**src/hdl/gfa_pkg.sv**
```systemverilog
`default_nettype none
package gfa_pkg;

  localparam int unsigned SqrtW  = 33;
  localparam int unsigned QuotW  = 33;
  localparam int unsigned EpsRaw = 6553;

  localparam logic [30:0] StopSpeedRst = 31'd6553600;
  localparam logic [23:0] FrictionRst  = 24'd393216;
  localparam logic [23:0] AccelRst     = 24'd655360;
  localparam logic [15:0] TickRst      = 16'd1092;

  typedef enum logic [1:0] {
    RegStopSpeed = 2'd0,
    RegFriction  = 2'd1,
    RegAccel     = 2'd2,
    RegTick      = 2'd3
  } reg_idx_e;

  typedef struct packed {
    logic signed [31:0] vel_x;
    logic signed [31:0] vel_y;
    logic               has_input;
    logic signed [15:0] wish_dir_x;
    logic signed [15:0] wish_dir_y;
    logic [30:0]        wish_speed;
  } in_word_t;

  typedef struct packed {
    logic signed [31:0] new_vel_x;
    logic signed [31:0] new_vel_y;
  } out_word_t;

  typedef struct packed {
    logic [30:0] stop_speed;
    logic [23:0] friction_amount;
    logic [23:0] ground_accel;
    logic [15:0] tick_time;
  } cfg_t;

endpackage
`default_nettype wire

```
**src/hdl/gfa_regs.sv**
```systemverilog
`default_nettype none
module gfa_regs (
  input  wire logic        clk_i,
  input  wire logic        rst_ni,
  input  wire logic        psel,
  input  wire logic        penable,
  input  wire logic        pwrite,
  input  wire logic [3:0]  paddr,
  input  wire logic [31:0] pwdata,
  output logic [31:0]      prdata,
  output gfa_pkg::cfg_t    cfg_o
);
  import gfa_pkg::*;

  cfg_t cfg_q;
  logic wr;
  reg_idx_e idx;

  assign wr  = psel && penable && pwrite;
  assign idx = reg_idx_e'(paddr[3:2]);

  always_ff @(posedge clk_i or negedge rst_ni) begin
    if (!rst_ni) begin
      cfg_q.stop_speed      <= StopSpeedRst;
      cfg_q.friction_amount <= FrictionRst;
      cfg_q.ground_accel    <= AccelRst;
      cfg_q.tick_time       <= TickRst;
    end else if (wr && paddr[1:0] == 2'b00) begin
      case (idx)
        RegStopSpeed: cfg_q.stop_speed      <= pwdata[30:0];
        RegFriction:  cfg_q.friction_amount <= pwdata[23:0];
        RegAccel:     cfg_q.ground_accel    <= pwdata[23:0];
        RegTick:      cfg_q.tick_time       <= pwdata[15:0];
        default: ;
      endcase
    end
  end

  always_comb begin
    prdata = '0;
    case (idx)
      RegStopSpeed: prdata = {1'b0, cfg_q.stop_speed};
      RegFriction:  prdata = {8'd0, cfg_q.friction_amount};
      RegAccel:     prdata = {8'd0, cfg_q.ground_accel};
      RegTick:      prdata = {16'd0, cfg_q.tick_time};
      default:      prdata = '0;
    endcase
  end

  assign cfg_o = cfg_q;
endmodule
`default_nettype wire

```
**config.mk**
```make
export PLATFORM = sky130hd
export DESIGN_NAME = gfa_regs
export DESIGN_NICKNAME = d
export VERILOG_FILES = /design/src/hdl/gfa_pkg.sv /design/src/hdl/gfa_regs.sv
export SDC_FILE = /design/constraint.sdc
export NUM_CORES = 1
export LEC_CHECK = 0
export BUFFER_PORTS_ARGS = -buffer_cell sky130_fd_sc_hd__buf_2
export CORE_ASPECT_RATIO = 2
export CORE_UTILIZATION = 50
export DETAILED_ROUTE_END_ITERATION = 7
export GPL_TIMING_DRIVEN = 0
export PLACE_DENSITY_LB_ADDON = 0.25
export SYNTH_ARGS = -nofsm -noshare
export SYNTH_HDL_FRONTEND = slang
export SYNTH_SLANG_ARGS = --single-unit
```
**constraint.sdc**
```tcl
create_clock -name clk_i -period 2.2 [get_ports clk_i]
set_input_delay 0.11 -clock clk_i [delete_from_list [all_inputs] [get_ports clk_i]]
set_output_delay 0.11 -clock clk_i [all_outputs]
set_load 0.02 [all_outputs]
```
==> out/metrics.csv <==
metric,value,unit
status,"complete, no violations",
Synth Flop Type,dfrtp_1,
CTS root buf,clkbuf_16,
Finished Layout Cells,547,
normalized max-slew margin,0.527,
Die X,67.8,um
syn_nets,304,
CP Launch Type,input port,
core area,8350,sq um
"Arr. time, crit path",1430,ps
fraction of registers with async set/reset,1.00,
Port Buffers,163,
final WL,10200,um
CTS tree,yes,
Critical Path RT,2090,ps
Post-CTS Setup Bufs,0,
largest net degree at the start of global routing,50,
wire length per cell,18.7,um
I/O pin cnt,168,
final setup fails,0,
Hold Path Stages,2,
fin crit period,1540,ps
ANT nets after route,0,
GR Util All Layers,0.244,
die height,134,um
Fin Setup TNS,0,ps
most used routing layer,met2,
Yosys reg bits,95,
Ant. Diodes,0,
H-tree levels,3,
Hold Fails Final Rpt,0,
Final Power,5.05,mW
Final period util,0.700,
Largest register FFs,95,
synth warn,0,
first-pass GRT wire length,15800,um
area fraction of the dominant cell type after synthesis,0.491,
hold buffers post-CTS,4,
clock slew at reported path FFs,60,ps
CP endpoint kind,output pin,
max-cap check violation count,0,
met2 usage,0.428,
DR iter-0 viols,130,
DRT Pass-1 Iters,4,
"Seq/Total Area, Yosys",0.552,
Vias per Instance,5.38,
Yosys top cell by area,dfrtp_1,
cts repair resizes,0,
GP Congestion,0.745,
maximum root-to-sink buffer count,2,
DRC errors left,0,
max frequency,650,MHz
most instantiated cells after synthesis,"dfrtp_1, mux2_2, mux2_4",
DP Area,5300,sq um
crit-path max FO,10,
fin nets,485,
via count,2941,
Post-synth EDFFs,0,
ratio of cells with drive above 1 in the final layout,0.713,
Pwr Density,888,nW/um^2
area grow syn2layout,31.3,%
Final Cell Area,5690,sq um
Yosys cell types,23,
Starting Density,0.518,
skew final,0,ps
Cell Rows,47,
Final Max Slew Viols,0,
LEAKAGE,3.14,nW
vias in the first global route,3051,
most frequent cell after synthesis,dfrtp_1,
CTS Buf Count,9,
synthesized cell area,4330,sq um
Die Area,9060,sq um
Max VDD drop,0.543,mV
total gr overflow,0,
HPWL Detailed,7500,um
synth top area cells,"dfrtp_1, mux2_2, mux4_2",
DP Cell Count,525,
GR Util met3,0.0411,
initial antenna violation count,0,
Worst-Margin Slew,710,ps
Worst Setup Path Type,in -> out,
Worst-Skew Late Latency,330,ps
Syn Inst Count,263,
reg2reg path depth,1,
CTS Sinks,95,
met1 GRT Util,0.274,
Hold Path Class,in -> reg,
RSZ-0062 raised after global routing,false,
Mapped Avg Cell Area,16.5,sq um
==> per-layer routing <==
| layer | vias to the layer above | wire length [um] |
|---|---|---|
| li1 | 1325 | - |
| met1 | 1475 | 3770 |
| met2 | 114 | 5680 |
| met3 | 27 | 436 |
| met4 | 0 | 335 |
| met5 | - | 0 |
==> cell type report <==
cell class	count	area, sq um
Buffer	17	131
Clock buffer	13	280
Clock inverter	3	47.5
Fill cell	613	2670
Multi-Input combinational cell	151	1810
Sequential cell	95	2390
Tap cell	98	123
Timing Repair Buffer	170	906
==> cell usage in the layout, fill, tap and decap left out, types with 2 or more instances in the layout <==
| cell | count |
|---|---|
| mux2_2 | 72 |
| dlygate4sd3_1 | 6 |
| dfrtp_1 | 85 |
| clkbuf_16 | 9 |
| mux4_2 | 16 |
| mux2i_1 | 8 |
| clkbuf_8 | 4 |
| clkbuf_1 | 2 |
| and2_1 | 7 |
| buf_2 | 168 |
| o21ai_0 | 8 |
| dfstp_2 | 10 |
| mux2_4 | 20 |
| buf_4 | 3 |
| buf_6 | 7 |
| mux2_1 | 3 |
| nand2_1 | 8 |
==> stage by stage <==
step           utilization  hold WS, ps  setup WS [ps]
4_1_cts              0.678         1.58            605
5_1_grt              0.681         12.1            561
3_5_place_dp         0.634          160            608
2_1_floorplan            -         -186            924
6_report             0.681         12.9            661
3_3_place_gp         0.631          344            136
==> where the power goes <==
| group | switching (mW) | internal, mW | leakage (nW) | total [mW] |
|---|---|---|---|---|
| Clock | 0.642 | 1.01 | 0.162 | 1.65 |
| Combinational | 0.693 | 0.534 | 1.75 | 1.23 |
| Sequential | 0.171 | 2.00 | 1.23 | 2.17 |
==> worst max-delay path: stages <==
cell and delay (ps):
buf_6 170, buf_2 390, mux4_2 570, buf_2 180
==> final timing paths <==
check                           slack (ps)  startpoint   endpoint
worst min-delay path                    10  pwdata[27]  cfg_o[91]
min in group asynchronous              330      rst_ni  cfg_o[36]
max in group asynchronous             1170      rst_ni   cfg_o[6]
worst max register to register        1390   cfg_o[65]  cfg_o[65]
worst max-delay path                   660    paddr[2]  prdata[1]
worst min register to register         520   cfg_o[66]  cfg_o[66]
==> kinds of logic after synthesis <==
logic type / after synthesis / synth area share
simple gates: 23 / 0.0413
compound gates: 8 / 0.00925
mux: 119 / 0.366
other cells: 1 / 0.000866
flops: 95 / 0.552
buf+inv: 17 / 0.0303
(Power assumes the default switching activity.)
