===== config.mk =====
export PLATFORM = sky130hd
export DESIGN_NAME = gfa_div_stage
export DESIGN_NICKNAME = d
export VERILOG_FILES = /design/src/hdl/gfa_div_stage.sv
export SDC_FILE = /design/constraint.sdc
export NUM_CORES = 1
export LEC_CHECK = 0
export ABC_AREA = 1
export ABC_CLOCK_PERIOD_IN_PS = 800
export BUFFER_PORTS_ARGS = -buffer_cell sky130_fd_sc_hd__buf_2
export CAP_MARGIN = 20
export CORE_AREA = 2 2 190 192
export DETAILED_ROUTE_END_ITERATION = 16
export DIE_AREA = 0 0 192 194
export MAX_ROUTING_LAYER = met4
export SYNTH_ARGS = -nofsm -noshare
export SYNTH_HDL_FRONTEND = slang
export SYNTH_SLANG_ARGS = --single-unit

===== constraint.sdc =====
create_clock -name clk_i -period 0.8 [get_ports clk_i]
set_input_delay 0.04 -clock clk_i [delete_from_list [all_inputs] [get_ports clk_i]]
set_output_delay 0.04 -clock clk_i [all_outputs]
set_load 0.01 [all_outputs]

===== src/hdl/gfa_div_stage.sv =====
`default_nettype none
// one restoring divide step per stage for both components
module gfa_div_stage #(
  parameter int unsigned Step = 0,
  parameter int unsigned PayW = 8
) (
  input  wire logic            clk_i,
  input  wire logic            rst_ni,
  input  wire logic            vld_i,
  input  wire logic [65:0]     num_x_i,
  input  wire logic [65:0]     num_y_i,
  input  wire logic [33:0]     rem_x_i,
  input  wire logic [33:0]     rem_y_i,
  input  wire logic [32:0]     den_i,
  input  wire logic [PayW-1:0] pay_i,
  output logic                 vld_o,
  output logic [65:0]          num_x_o,
  output logic [65:0]          num_y_o,
  output logic [33:0]          rem_x_o,
  output logic [33:0]          rem_y_o,
  output logic [32:0]          den_o,
  output logic [PayW-1:0]      pay_o
);
  localparam int unsigned Bit = 65 - Step;

  logic [34:0] tx, ty;
  logic        qbx, qby;
  logic [65:0] nx_d, ny_d;
  logic [33:0] rx_d, ry_d;
  logic        vld_q;
  logic [65:0] nx_q, ny_q;
  logic [33:0] rx_q, ry_q;
  logic [32:0] den_q;
  logic [PayW-1:0] pay_q;

  assign tx  = {rem_x_i, num_x_i[Bit]};
  assign ty  = {rem_y_i, num_y_i[Bit]};
  assign qbx = tx >= {2'b00, den_i};
  assign qby = ty >= {2'b00, den_i};

  always_comb begin
    nx_d      = num_x_i;
    ny_d      = num_y_i;
    nx_d[Bit] = qbx;
    ny_d[Bit] = qby;
    rx_d      = qbx ? 34'(tx - {2'b00, den_i}) : tx[33:0];
    ry_d      = qby ? 34'(ty - {2'b00, den_i}) : ty[33:0];
  end

  always_ff @(posedge clk_i or negedge rst_ni) begin
    if (!rst_ni) begin
      vld_q <= 1'b0;
    end else begin
      vld_q <= vld_i;
    end
  end

  always_ff @(posedge clk_i) begin
    den_q <= den_i;
    pay_q <= pay_i;
    nx_q  <= nx_d;
    ny_q  <= ny_d;
    rx_q  <= rx_d;
    ry_q  <= ry_d;
  end

  assign vld_o   = vld_q;
  assign num_x_o = nx_q;
  assign num_y_o = ny_q;
  assign rem_x_o = rx_q;
  assign rem_y_o = ry_q;
  assign den_o   = den_q;
  assign pay_o   = pay_q;
endmodule
`default_nettype wire


==> results of run 1 <==
==> synthesized netlist by cell type (3+ instances only) <==
master    instances
buf_6            11
nor2_1          102
o21bai_1          8
dfxtp_1         241
nand2_1         625
nor3_1           13
o21ai_0          10
nand3b_1          3
nand4_1           7
inv_2             6
nand2_2          29
ha_1             66
nor2_4            6
xor2_1           27
a21oi_2           6
xnor2_1           7
nand3_1          62
nor2_2            8
a21oi_1          43
nand3_2           9
a21o_1            4
inv_1           254
==> stage by stage <==
step / instances / area (sq um)
global route: 3143 / 23800
CTS: 3086 / 20800
detailed placement: 2779 / 16300
global placement: 2779 / 16300
floorplan: 1564 / 11300
==> cell families after synthesis <==
| group | count (synthesis) | share of synthesized area [%] |
|---|---|---|
| buf+inv | 272 | 9.89 |
| simple gates | 875 | 32.9 |
| flops | 242 | 43.0 |
| xor+xnor | 34 | 2.64 |
| compound gates | 73 | 3.81 |
| fa+ha+maj | 68 | 7.68 |
==> metal layers <==
| metal | global-route usage, % |
|---|---|
| met1 | 30.0 |
| met5 | - |
| met3 | 4.18 |
| met4 | 12.3 |
| met2 | 46.8 |
==> what timing repair did <==
action                                 in CTS  in global routing
endpoints found under the hold margin     241                 14
gates cloned                                3                  7
pin swaps                                  39                116
resized for setup                         240                672
hold buffers                              228                  8
setup endpoints to repair                 312                312
setup buffers                              31                 39
==> impl_metrics.toml, run 1 <==
[status]
status = "stopped before the end"
failing_step = "5_2_route"
tool.error = "[ERROR DRT-0255] Maze Route cannot find path of net clk_i in worker of routeBox ( 144900 48300 ) ( 192000 96600 )."

[synthesis]
ys_ff_latch = 242
synth_top_area_share_pct = 42.8
synth_seq_area_share_pct = 43.0
synth-async-reset-ratio_pct = 0.413
synth_ff_type = "dfxtp_1"
synth_warnings = 0
syn_area_per_cell_sq_um = 7.21
synth_edf_count = 0
syn_nets = 1876
synthDistinctLibCells = 34
syn_inst = 1564
synthTopCellsByArea = "dfxtp_1 (43%), nand2_1 (21%), inv_1 (8.5%)"
synth_top_area_cell = "dfxtp_1"
netlist_area_sq_um = 11300

[global_routing]
grt.overflow.total = 0
track_usage_pct = 26.9
grt_pass1_wl_microns = 74700
grt_pass1_vias = 13981
antenna_found_initial = 6
grt_start_max_net_pins = 19

[floorplanning]
die-height_microns = 194
die_w_microns = 192
start_util_pct = 32.0
num_rows = 69
io_pins = 486

[clocking]
cts_made_buffers = 26
cts_num_sinks = 242
clock-root-buffer = "clkbuf_16"
htree_levels = 1
clock_path_buffers = 3

[placed_design]
dpl.hpwl_microns = 37400
gp_congestion = 0.952
preCtsSetupSlack_ps = -1640
io_buffers = 485

[timing]
worst-ep-kind = "register input"
worst_endpoint = "rem_x_o[8]$_DFF_P_/D"
==> run 2, diff against run 1 <==
Settings changed: CORE_AREA 2 2 190 192 to 2 2 187 189, DIE_AREA 0 0 192 194 to 0 0 189 191, MAX_ROUTING_LAYER met4 to unset, PLACE_DENSITY_LB_ADDON set to 0.15.
==> run 2 against run 1 <==
Against the previous run:
- global-route usage down 0.33 points
- synthesized cell count unchanged
- the flow now finishes, with violations (negative hold slack, negative setup slack)
- area after synthesis unchanged
==> impl_metrics.toml, run 2 <==
[status]
status = "finished, violations left"
violations = "negative hold slack, negative setup slack"

[floorplanning]
dieArea_sq_um = 36100
start_util_pct = 33.0
coreArea_sq_um = 34100
die_w_microns = 189
io_pins = 486
num_rows = 68
die-height_microns = 191

[worst_setup_path]
cp_slowest_stage_delay_ps = 260
required_ps = 1220
cp_slowest_cell = "nand4_4"
worst_setup_path_start_kind = "input pin"
critPathMaxFanout = 7
cp-end-kind = "flop"
path_class = "input pin to flop"
crit_path_cell_trace = "buf_4 > inv_4 > ha_4 > nand2_2 > nand2_2 > a21oi_2 > nand2_2 > a21oi_4 > buf_6 > nand4_4 > buf_6 > nand2_1 > nand2_1"
cp.arrival_ps = 1850
crit_top_cell = "nand2_2"

[global_routing]
grt_start_max_net_pins = 22
grt.overflow.total = 0
grt_pass1_vias = 13796
antenna_found_initial = 3
grt_pass1_wl_microns = 74000
track_usage_pct = 26.5

[timing]
rsz0062_at_grt = "yes"
fin_crit_sh_pct = 179
worstMarginPinSlew_ps = 377
slew_headroom_pct = 74.7
slew_violations = 0
finalCriticalPeriod_ps = 1430
hold_ws_ps = -218
setup_tns_ps = -92900
timing.fmax_mhz = 698
setup_viol = 312
finalHoldViolCount = 1
layout_setup_ws_ps = -633

[clocking]
cts_made_buffers = 25
clock_path_buffers = 3
htree_levels = 1
cts_num_sinks = 242
clock-root-buffer = "clkbuf_16"
clk_pin_slew_ps = 70
cts_tree = "built"

[synthesis]
synthSimpleGateAreaFrac_pct = 32.9
synth-xor-area-share_pct = 2.64
synth_top_cells_by_count = "nand2_1 (625), inv_1 (254), dfxtp_1 (241)"
synth_top_family_by_area = "simple AND/OR/NAND/NOR gates"
synth_edf_count = 0
syn_inst = 1564
synth-async-reset-ratio_pct = 0.413
synth_top_area_cell = "dfxtp_1"
synth_top_area_share_pct = 42.8
synth_compound_area_share_pct = 3.81
synthMuxAreaShare_pct = 0
ys_ff_latch = 242
synth_fa_ha_area_share_pct = 7.68
synth_seq_area_share_pct = 43.0
syn_nets = 1876
synth_most_common_cell = "nand2_1"
synth_ff_type = "dfxtp_1"
synthTopCellsByArea = "dfxtp_1 (43%), nand2_1 (21%), inv_1 (8.5%)"
netlist_area_sq_um = 11300
synthDistinctLibCells = 34
syn_area_per_cell_sq_um = 7.21
synth_warnings = 0

[drt]
met2_length_microns = 26100
wirelength_met1_microns = 21400
routed_wirelength_microns = 52700
dr.pass1.iters = 5
drc_errors = 0
wl_met3_microns = 2920
drt-wirelength-per-cell_microns = 16.8
top_layer_used = "met5"
via_per_inst = 4.44
vias = 13892
drtIter0Drc = 680
ant_nets = 0

[flow_run]
maxCapViolCount = 0

[placed_design]
dpl.hpwl_microns = 37000
io_buffers = 485
gp_congestion = 0.914

[layout]
areaGrowthSynthToFinish_pct = 100
final_cell_mix = "nand2_1 (476), buf_2 (395), buf_4 (332), dlygate4sd3_1 (243), inv_1 (204)"
nets = 2968
layout-drive-gt1-share_pct = 49.3
final_common_cell = "nand2_1"

[pwr]
p_total_w = 0.0390
power-per-cell-area_nw_per_um2 = 1730
irDropWorstVdd_v = 0.00174
static-leakage-power_nw = 11.9

[min_path]
hold_path.class = "input pin to flop"
-- run 2: path summary, 6_finish.rpt --
kind	startpoint	cells after the start	endpoint	slack, ps
max	den_i[24]	13	rem_x_o[3]	-630
min	rem_x_i[32]	3	rem_x_o[33]	-220
max in group asynchronous	rst_ni	3	vld_o	320
min in group asynchronous	rst_ni	3	vld_o	360
-- run 2: final cells by class --
| type | count | area (sq um) |
|---|---|---|
| Fill cell | 2710 | 11600 |
| Sequential cell | 242 | 4930 |
| Tap cell | 455 | 569 |
| Multi-Input combinational cell | 1051 | 6900 |
| Timing Repair Buffer | 1076 | 8240 |
| Clock buffer | 36 | 727 |
| Antenna cell | 2 | 5.00 |
| Clock inverter | 8 | 151 |
| Inverter | 260 | 1030 |
-- run 2: cell families after synthesis --
family | count (synthesis)
AO/OA/AOI/OAI | 73
buffers and inverters | 272
XOR/XNOR | 34
flip-flops | 242
AND/OR/NAND/NOR | 875
adder cells (fa/ha/maj) | 68
-- run 2: power breakdown --
part           total, W  internal, W  switching (W)  leakage [nW]
registers        0.0137       0.0133       0.000408          2.05
logic            0.0128      0.00641        0.00643          9.39
clock network    0.0124      0.00760        0.00484         0.430
-- run 2: repair_timing --
action / CTS / global route
setup endpoints to repair: 312 / 312
setup buffers: 19 / 34
resized for setup: 189 / 400
pin swaps: 29 / 92
hold buffers: 238 / 5
endpoints found under the hold margin: 241 / 5
gates cloned: 3 / 6
-- run 2: critical path, delay by kind of cell --
kind	cells	cell delay [ps]
simple gates	6	630
buf+inv	4	560
compound gates	2	400
fa+ha+maj	1	210
-- run 2: metrics by stage --
step / hold WS [ps] / instances / worst slack [ps] / util [%] / cell area, sq um
3_3_place_gp: -186 / 2783 / -1630 / 48.0 / 16400
4_1_cts: -369 / 3087 / -632 / 60.6 / 20700
6_report: -218 / 3130 / -633 / 66.1 / 22600
5_1_grt: -199 / 3130 / -678 / 66.1 / 22600
3_5_place_dp: -182 / 2783 / -1640 / 48.0 / 16400
2_1_floorplan: -256 / 1564 / -772 / - / 11300
-- run 2: routing by layer --
metal / vias to the layer above / GRT usage (%)
met4: 2 / 10.9
met5: - / 0
met2: 508 / 48.3
met1: 6338 / 31.2
li1: 6923 / -
met3: 121 / 3.73
No activity file was read; power rests on OpenSTA's default activity.
