## src/hdl/gfa_sqrt_stage.sv

```systemverilog
`default_nettype none
// one restoring square root step per stage, one result bit per step from two radicand bits
module gfa_sqrt_stage #(
  parameter int unsigned Step = 0,
  parameter int unsigned PayW = 8
) (
  input  wire logic            clk_i,
  input  wire logic            rst_ni,
  input  wire logic            vld_i,
  input  wire logic [65:0]     rem_i,
  input  wire logic [32:0]     root_i,
  input  wire logic [65:0]     src_i,
  input  wire logic [PayW-1:0] pay_i,
  output logic                 vld_o,
  output logic [65:0]          rem_o,
  output logic [32:0]          root_o,
  output logic [65:0]          src_o,
  output logic [PayW-1:0]      pay_o
);
  localparam int unsigned Sh = 64 - 2 * Step;

  logic [67:0] rem_d;
  logic [67:0] trial;
  logic        vld_q;
  logic [65:0] rem_q;
  logic [32:0] root_q;
  logic [65:0] src_q;
  logic [PayW-1:0] pay_q;

  always_comb begin
    rem_d = {rem_i, 2'b00} | {66'd0, src_i[Sh +: 2]};
    trial = {33'd0, root_i, 2'b01};
  end

  always_ff @(posedge clk_i or negedge rst_ni) begin
    if (!rst_ni) begin
      vld_q <= 1'b0;
    end else begin
      vld_q <= vld_i;
    end
  end

  always_ff @(posedge clk_i) begin
    src_q <= src_i;
    pay_q <= pay_i;
    if (rem_d >= trial) begin
      rem_q  <= 66'(rem_d - trial);
      root_q <= {root_i[31:0], 1'b1};
    end else begin
      rem_q  <= rem_d[65:0];
      root_q <= {root_i[31:0], 1'b0};
    end
  end

  assign vld_o  = vld_q;
  assign rem_o  = rem_q;
  assign root_o = root_q;
  assign src_o  = src_q;
  assign pay_o  = pay_q;
endmodule
`default_nettype wire

```

## config.mk

```make
export PLATFORM = sky130hd
export DESIGN_NAME = gfa_sqrt_stage
export DESIGN_NICKNAME = d
export VERILOG_FILES = /design/src/hdl/gfa_sqrt_stage.sv
export SDC_FILE = /design/constraint.sdc
export NUM_CORES = 1
export LEC_CHECK = 0
export ABC_AREA = 1
export BUFFER_PORTS_ARGS = -buffer_cell sky130_fd_sc_hd__buf_2
export CORE_MARGIN = 2
export CORE_UTILIZATION = 45
export CTS_CLUSTER_DIAMETER = 100
export DETAILED_ROUTE_END_ITERATION = 12
export PLACE_DENSITY = 0.78
export SYNTH_ARGS = -nofsm -noshare
export SYNTH_HDL_FRONTEND = slang
export SYNTH_SLANG_ARGS = --single-unit
```

## constraint.sdc

```tcl
create_clock -name clk_i -period 0.8 [get_ports clk_i]
set_clock_uncertainty 0.2 [all_clocks]
set_input_delay 0.08 -clock clk_i [delete_from_list [all_inputs] [get_ports clk_i]]
set_output_delay 0.08 -clock clk_i [all_outputs]
set_load 0.03 [all_outputs]
```

==> results_dict.tcl, run 1 <==
set metrics [dict create \
    status "stopped before the end" \
    stop_stage "5_1_grt" \
    error "[ERROR GRT-0232] Routing congestion too high. Check the congestion heatmap in the GUI." \
    clockBufferDepth 2 \
    syn_avg_cell_area_sq_um 7.141 \
    htree_levels 4 \
    syn_area_sq_mm 0.008869 \
    grtUsageTotal_pct 83.87 \
    io_buffers 349 \
    ys_ff_latch 174 \
    place_area_sq_mm 0.01323 \
    rows 51 \
    grt-worst-endpoint "rem_o[58]$_DFF_P_/D" \
    synthCells 1242 \
    ys_warn_count 0 \
    synth_cell_type_count 40 \
    synth-xor-area-share_pct 3.160 \
    place_congestion 0.9674 \
    grt_max_degree 23 \
    overflow 318 \
    synth_mux_area_share_pct 0 \
    io_pins 350 \
    worstEpCategory "register data pin" \
    die_h_microns 144.4 \
    numCtsBuffers 17 \
    yosysSeqAreaShare_pct 39.33 \
    cts-root-buf "clkbuf_16" \
    die_width_microns 144.4 \
    synth_compound_area_share_pct 8.888 \
    synth_top_family_by_area "simple AND/OR/NAND/NOR gates" \
    yosys.area_share.simple_pct 32.83 \
    clkSinkCount 174 \
    start_util_pct 45.72 \
    synthAdderAreaFrac_pct 4.938 \
    hpwl_mm 28.12 \
    synth_fp_nets 1453 \
]
## logic make-up after synthesis
logic type | after synthesis
buffers and inverters | 232
and+or+nand+nor | 661
adders and majority gates | 35
DFF | 174
AOI/OAI and AO/OA | 108
xor gates and xnor gates | 32
## synth_stat cells
cell type | n | area share [%]
xor2_1 | 3 | 0.30
nand3b_1 | 16 | 1.4
nor4_1 | 2 | 0.14
nand3_1 | 36 | 2.0
inv_4 | 1 | 0.071
o21ai_1 | 2 | 0.11
o21bai_1 | 4 | 0.34
nor2_2 | 7 | 0.49
nand3_4 | 1 | 0.20
buf_6 | 5 | 0.63
a211oi_1 | 1 | 0.085
and2_0 | 1 | 0.071
buf_8 | 3 | 0.51
and2_1 | 1 | 0.071
inv_2 | 8 | 0.34
o21ai_0 | 12 | 0.68
dfrtp_1 | 1 | 0.28
ha_1 | 35 | 4.9
inv_1 | 211 | 8.9
nand2_4 | 11 | 1.4
dfxtp_1 | 173 | 39
or2_2 | 1 | 0.071
or2_1 | 1 | 0.071
buf_2 | 1 | 0.056
a21oi_2 | 28 | 2.8
buf_12 | 1 | 0.23
nand2_1 | 389 | 16
nand4_1 | 19 | 1.3
nor2_4 | 4 | 0.51
xnor2_1 | 29 | 2.9
a21oi_1 | 28 | 1.6
o21ai_2 | 31 | 3.1
nand2_2 | 30 | 2.1
nand3b_4 | 1 | 0.23
nor3_1 | 17 | 0.96
nor3_2 | 1 | 0.11
nor2_1 | 123 | 5.2
a21o_1 | 1 | 0.085
clkinv_1 | 2 | 0.085
a21oi_4 | 1 | 0.18
## through the flow
step	hold WS (ns)	instances	util, %	setup slack (ns)	TNS [ns]
CTS	-0.4795	2256	83.40	-0.8011	-124.57
detailed placement	-0.3032	2081	68.18	-1.463	-86.99
global placement	-0.3034	2081	68.18	-1.416	-85.05
floorplan	-0.4156	1242	-	-1.055	-66.57
## routing by layer
| layer | track usage (%) | GRT overflow |
|---|---|---|
| met3 | 70.56 | 7 |
| met4 | 90.14 | 107 |
| met2 | 99.85 | 195 |
| met5 | 36.59 | 2 |
| met1 | 80.31 | 7 |
## repair_timing
item,CTS
hold endpoints to repair,174
cloned,6
gates resized for setup,276
hold buffers,111
pin swaps,27
setup endpoints to repair,241
buffers inserted,26
==> run 2: changes to the inputs <==
Settings changed: CORE_UTILIZATION 45 to 35, CTS_CLUSTER_DIAMETER 100 to not set, PLACE_DENSITY 0.78 to not set, PLACE_DENSITY_LB_ADDON set to 0.15.
Clock period 0.8 ns to 1.04 ns, I/O delays scaled along.
==> run 2 against run 1 <==
Synthesized cell count is the same. The flow now finishes, with violations (negative hold slack, negative setup slack). Area after synthesis is the same.
==> results_dict.tcl, run 2 <==
set metrics [dict create \
    crit_path_start_kind "input pin" \
    synth_fp_nets 1453 \
    grt_setup_unrepaired "true" \
    slew_headroom_pct 78.74 \
    route.met2.wl_mm 21.26 \
    hold_start "src_i[64]" \
    cts_tree "yes" \
    fin_setup_tns_ns -71.46 \
    utilization_pct 74.02 \
    start_util_pct 35.42 \
    seq_area_sq_mm 0.003705 \
    die_area_sq_mm 0.02663 \
    io_buffers 349 \
    drcViolationCount 0 \
    die_h_microns 163.2 \
    htree_levels 4 \
    ys_warn_count 0 \
    violations "negative hold slack, negative setup slack" \
    die_width_microns 163.2 \
    num_vias 11090 \
    clockBufferDepth 2 \
    final_area_sq_mm 0.01853 \
    routed.top_layer "met4" \
    min_to "rem_o[1]" \
    synth_edf_count 0 \
    synthFlopType "dfxtp_1" \
    io_pins 350 \
    grt_pass1_wl_mm 62.87 \
    fmax_mhz 578.0 \
    cts-root-buf "clkbuf_16" \
    route.met3.wl_mm 2.576 \
    met1_length_mm 17.07 \
    synth_common_cells "389 x nand2_1, 211 x inv_1, 173 x dfxtp_1" \
    place_area_sq_mm 0.01325 \
    synth_cell_type_count 40 \
    period_share_pct 166.4 \
    grt_max_degree 25 \
    wl_per_cell_microns 17.81 \
    dr.pass1.iters 5 \
    final_common_cell "nand2_1" \
    crit_type "input pin to flip-flop" \
    area_delta_synth_final_pct 109.0 \
    overflow 0 \
    post-place-ws_ns -1.226 \
    synth-async-reset-ratio_pct 0.5747 \
    setup_viol 241 \
    whs_ns -0.1074 \
    drive_gt1_share_pct 58.17 \
    netlist.area_leader.share_pct 39.05 \
    cp_data_arrival_time_ns 1.87 \
    clkSlewWorstSetupHoldPaths_ns 0.08 \
    drt_iter0_drc 571 \
    multi_input_area_sq_mm 0.005814 \
    rows 58 \
    place_inst 2137 \
    worst-path-max-fanout 7 \
    grtUsageTotal_pct 31.10 \
    syn_avg_cell_area_sq_um 7.141 \
    synth_area_leaders "dfxtp_1 39%, nand2_1 16%, inv_1 8.9%, nor2_1 5.2%, ha_1 4.9%" \
    synthCells 1242 \
    period_minus_slack_ns 1.730 \
    syn_area_sq_mm 0.008869 \
    place_congestion 0.9322 \
    slew_viol_final 0 \
    tightest_slew_ns 0.3178 \
    routed_wl_mm 42.72 \
    nets 2261 \
    p_leak_nw 9.017 \
    crit_path_end_kind "flip-flop" \
    grt_pass1_vias 11700 \
    hold_depth 4 \
    powerDensity_mw_per_mm2 1241 \
    mostFrequentLayoutCells "290 x nand2_1, 246 x buf_4, 200 x buf_6" \
    synth_area_leader_cell "dfxtp_1" \
    hpwl_mm 28.50 \
    ys_ff_latch 174 \
    finalWorstSetupSlack_ns -0.6902 \
    core-area_sq_mm 0.02504 \
    hold_class "input pin to flip-flop" \
    status "complete, but fails checks" \
    cap_violations 0 \
    hold_viol 7 \
    yosysSeqAreaShare_pct 39.33 \
    ir_drop_mv 1.130 \
    nFillCells 1805 \
    worstPathRequired_ns 1.18 \
    viasPerCell 4.623 \
    final_antenna_net_count 0 \
    synth.most_common_cell "nand2_1" \
    antenna_found_initial 5 \
    numCtsBuffers 17 \
    clkSinkCount 174 \
    fin_cells 2398 \
]
## run 2: cell counts after synthesis
Identical to the previous run, type by type.
## run 2: through the flow
| stage | power (mW) | hold slack, ns |
|---|---|---|
| floorplan | 10.92 | -0.3916 |
| CTS | 22.55 | -0.4355 |
| global placement | 13.49 | -0.3197 |
| detailed placement | 13.50 | -0.3200 |
| global route | 23.84 | -0.07477 |
| finish | 23.00 | -0.1074 |
## run 2: worst max path at each step
stage / start / end / slack, ns / depth (start not counted)
2_1_floorplan: root_i[32] / rem_o[23] / -0.84 / 17
6_report: root_i[25] / rem_o[8] / -0.69 / 15
3_5_place_dp: root_i[2] / rem_o[31] / -1.23 / 15
4_1_cts: root_i[22] / rem_o[57] / -0.65 / 16
5_1_grt: root_i[8] / rem_o[57] / -0.80 / 15
3_3_place_gp: root_i[6] / rem_o[31] / -1.20 / 14
## run 2: cell families after synthesis
| logic type | share of synthesized area, % |
|---|---|
| xor gates and xnor gates | 3.160 |
| DFF | 39.33 |
| AOI/OAI and AO/OA | 8.888 |
| adders and majority gates | 4.938 |
| buffers and inverters | 10.85 |
| and+or+nand+nor | 32.83 |
## run 2: timing repair
action / CTS / global route
hold buffers: 170 / 3
pin swaps: 47 / 57
gates resized for setup: 722 / 110
gates cloned: 7 / 1
endpoints found under the setup margin: 241 / 241
buffers inserted: 43 / 5
hold endpoints to repair: 174 / 7
## run 2: layout make-up
class | count | area share [%]
repair buffers | 798 | 38.16
inverters | 222 | 4.713
well taps | 330 | 2.228
multi-input cells | 836 | 31.38
repair inverters | 1 | 0.08777
clock buffers | 17 | 2.296
clock inverters | 15 | 1.080
flip-flops and latches | 174 | 19.99
diodes | 5 | 0.06752
## run 2: critical path, cell delays in order
cell	delay [ns]
buf_2	0.11
inv_2	0.05
ha_4	0.30
nand2_4	0.07
nor2_4	0.15
nand2_2	0.09
nor3_2	0.17
nand3_1	0.09
nand2_1	0.09
inv_2	0.05
nand3_4	0.13
clkinv_8	0.15
clkbuf_16	0.20
nand2_4	0.06
o21ai_2	0.04
## run 2: where the power goes
group | internal (mW) | total (mW) | switching, mW
sequential | 7.39 | 7.73 | 0.342
combinational | 3.99 | 8.21 | 4.23
clock | 3.54 | 7.06 | 3.52
total | 14.9 | 23.0 | 8.09
## run 2: routing by layer
metal,GRT usage [%],up-vias
met5,0,-
met4,14.16,0
met3,6.501,110
met2,55.72,416
met1,35.33,5126
li1,-,5433
No activity file was read; power rests on OpenSTA's default activity.
==> run 3: changes to the inputs <==
Settings changed: CORE_UTILIZATION 35 to 49, CTS_CLUSTER_DIAMETER set to 100.
==> run 3 against run 2 <==
The flow now stops in 4_1_cts. Synthesized cell count is the same. Area after synthesis is the same.
==> results_dict.tcl, run 3 <==
set metrics [dict create \
    status "stopped before the end" \
    stop_stage "4_1_cts" \
    error "[ERROR DPL-0033] detailed placement checks failed during check placement." \
    synth.most_common_cell "nand2_1" \
    hpwl_mm 28.08 \
    cts_hold_buf 171 \
    syn_avg_cell_area_sq_um 7.141 \
    clkSinkCount 174 \
    htree_levels 4 \
    synth_common_cells "389 x nand2_1, 211 x inv_1, 173 x dfxtp_1" \
    place_congestion 0.9874 \
    start_util_pct 49.71 \
    yosysSeqAreaShare_pct 39.33 \
    synth_area_leaders "dfxtp_1 39%, nand2_1 16%, inv_1 8.9%, nor2_1 5.2%, ha_1 4.9%" \
    die_width_microns 138.5 \
    synthCells 1242 \
    io_buffers 349 \
    clockBufferDepth 2 \
    place_area_sq_mm 0.01317 \
    netlist.area_leader.share_pct 39.05 \
    die_h_microns 138.5 \
    synth_edf_count 0 \
    io_pins 350 \
    syn_area_sq_mm 0.008869 \
    postCtsSetupBuffers 19 \
    ys_warn_count 0 \
    cts-root-buf "clkbuf_16" \
    cts_resized 602 \
    synth_fp_nets 1453 \
    synthFlopType "dfxtp_1" \
    synth_cell_type_count 40 \
    synth_area_leader_cell "dfxtp_1" \
    ys_ff_latch 174 \
    rows 49 \
    synth-async-reset-ratio_pct 0.5747 \
    numCtsBuffers 17 \
]
[run 3: cell families after synthesis]
family	Yosys count	synth area share [%]
xor+xnor	32	3.160
buf+inv	232	10.85
fa+ha+maj	35	4.938
flops	174	39.33
compound gates	108	8.888
simple gates	661	32.83
[run 3: per-stage QoR]
step	instances	TNS (ns)	util [%]	setup WS [ns]
3_3_place_gp	2040	-71.07	73.81	-1.114
3_5_place_dp	2040	-72.72	73.81	-1.189
2_1_floorplan	1242	-52.10	-	-0.8394
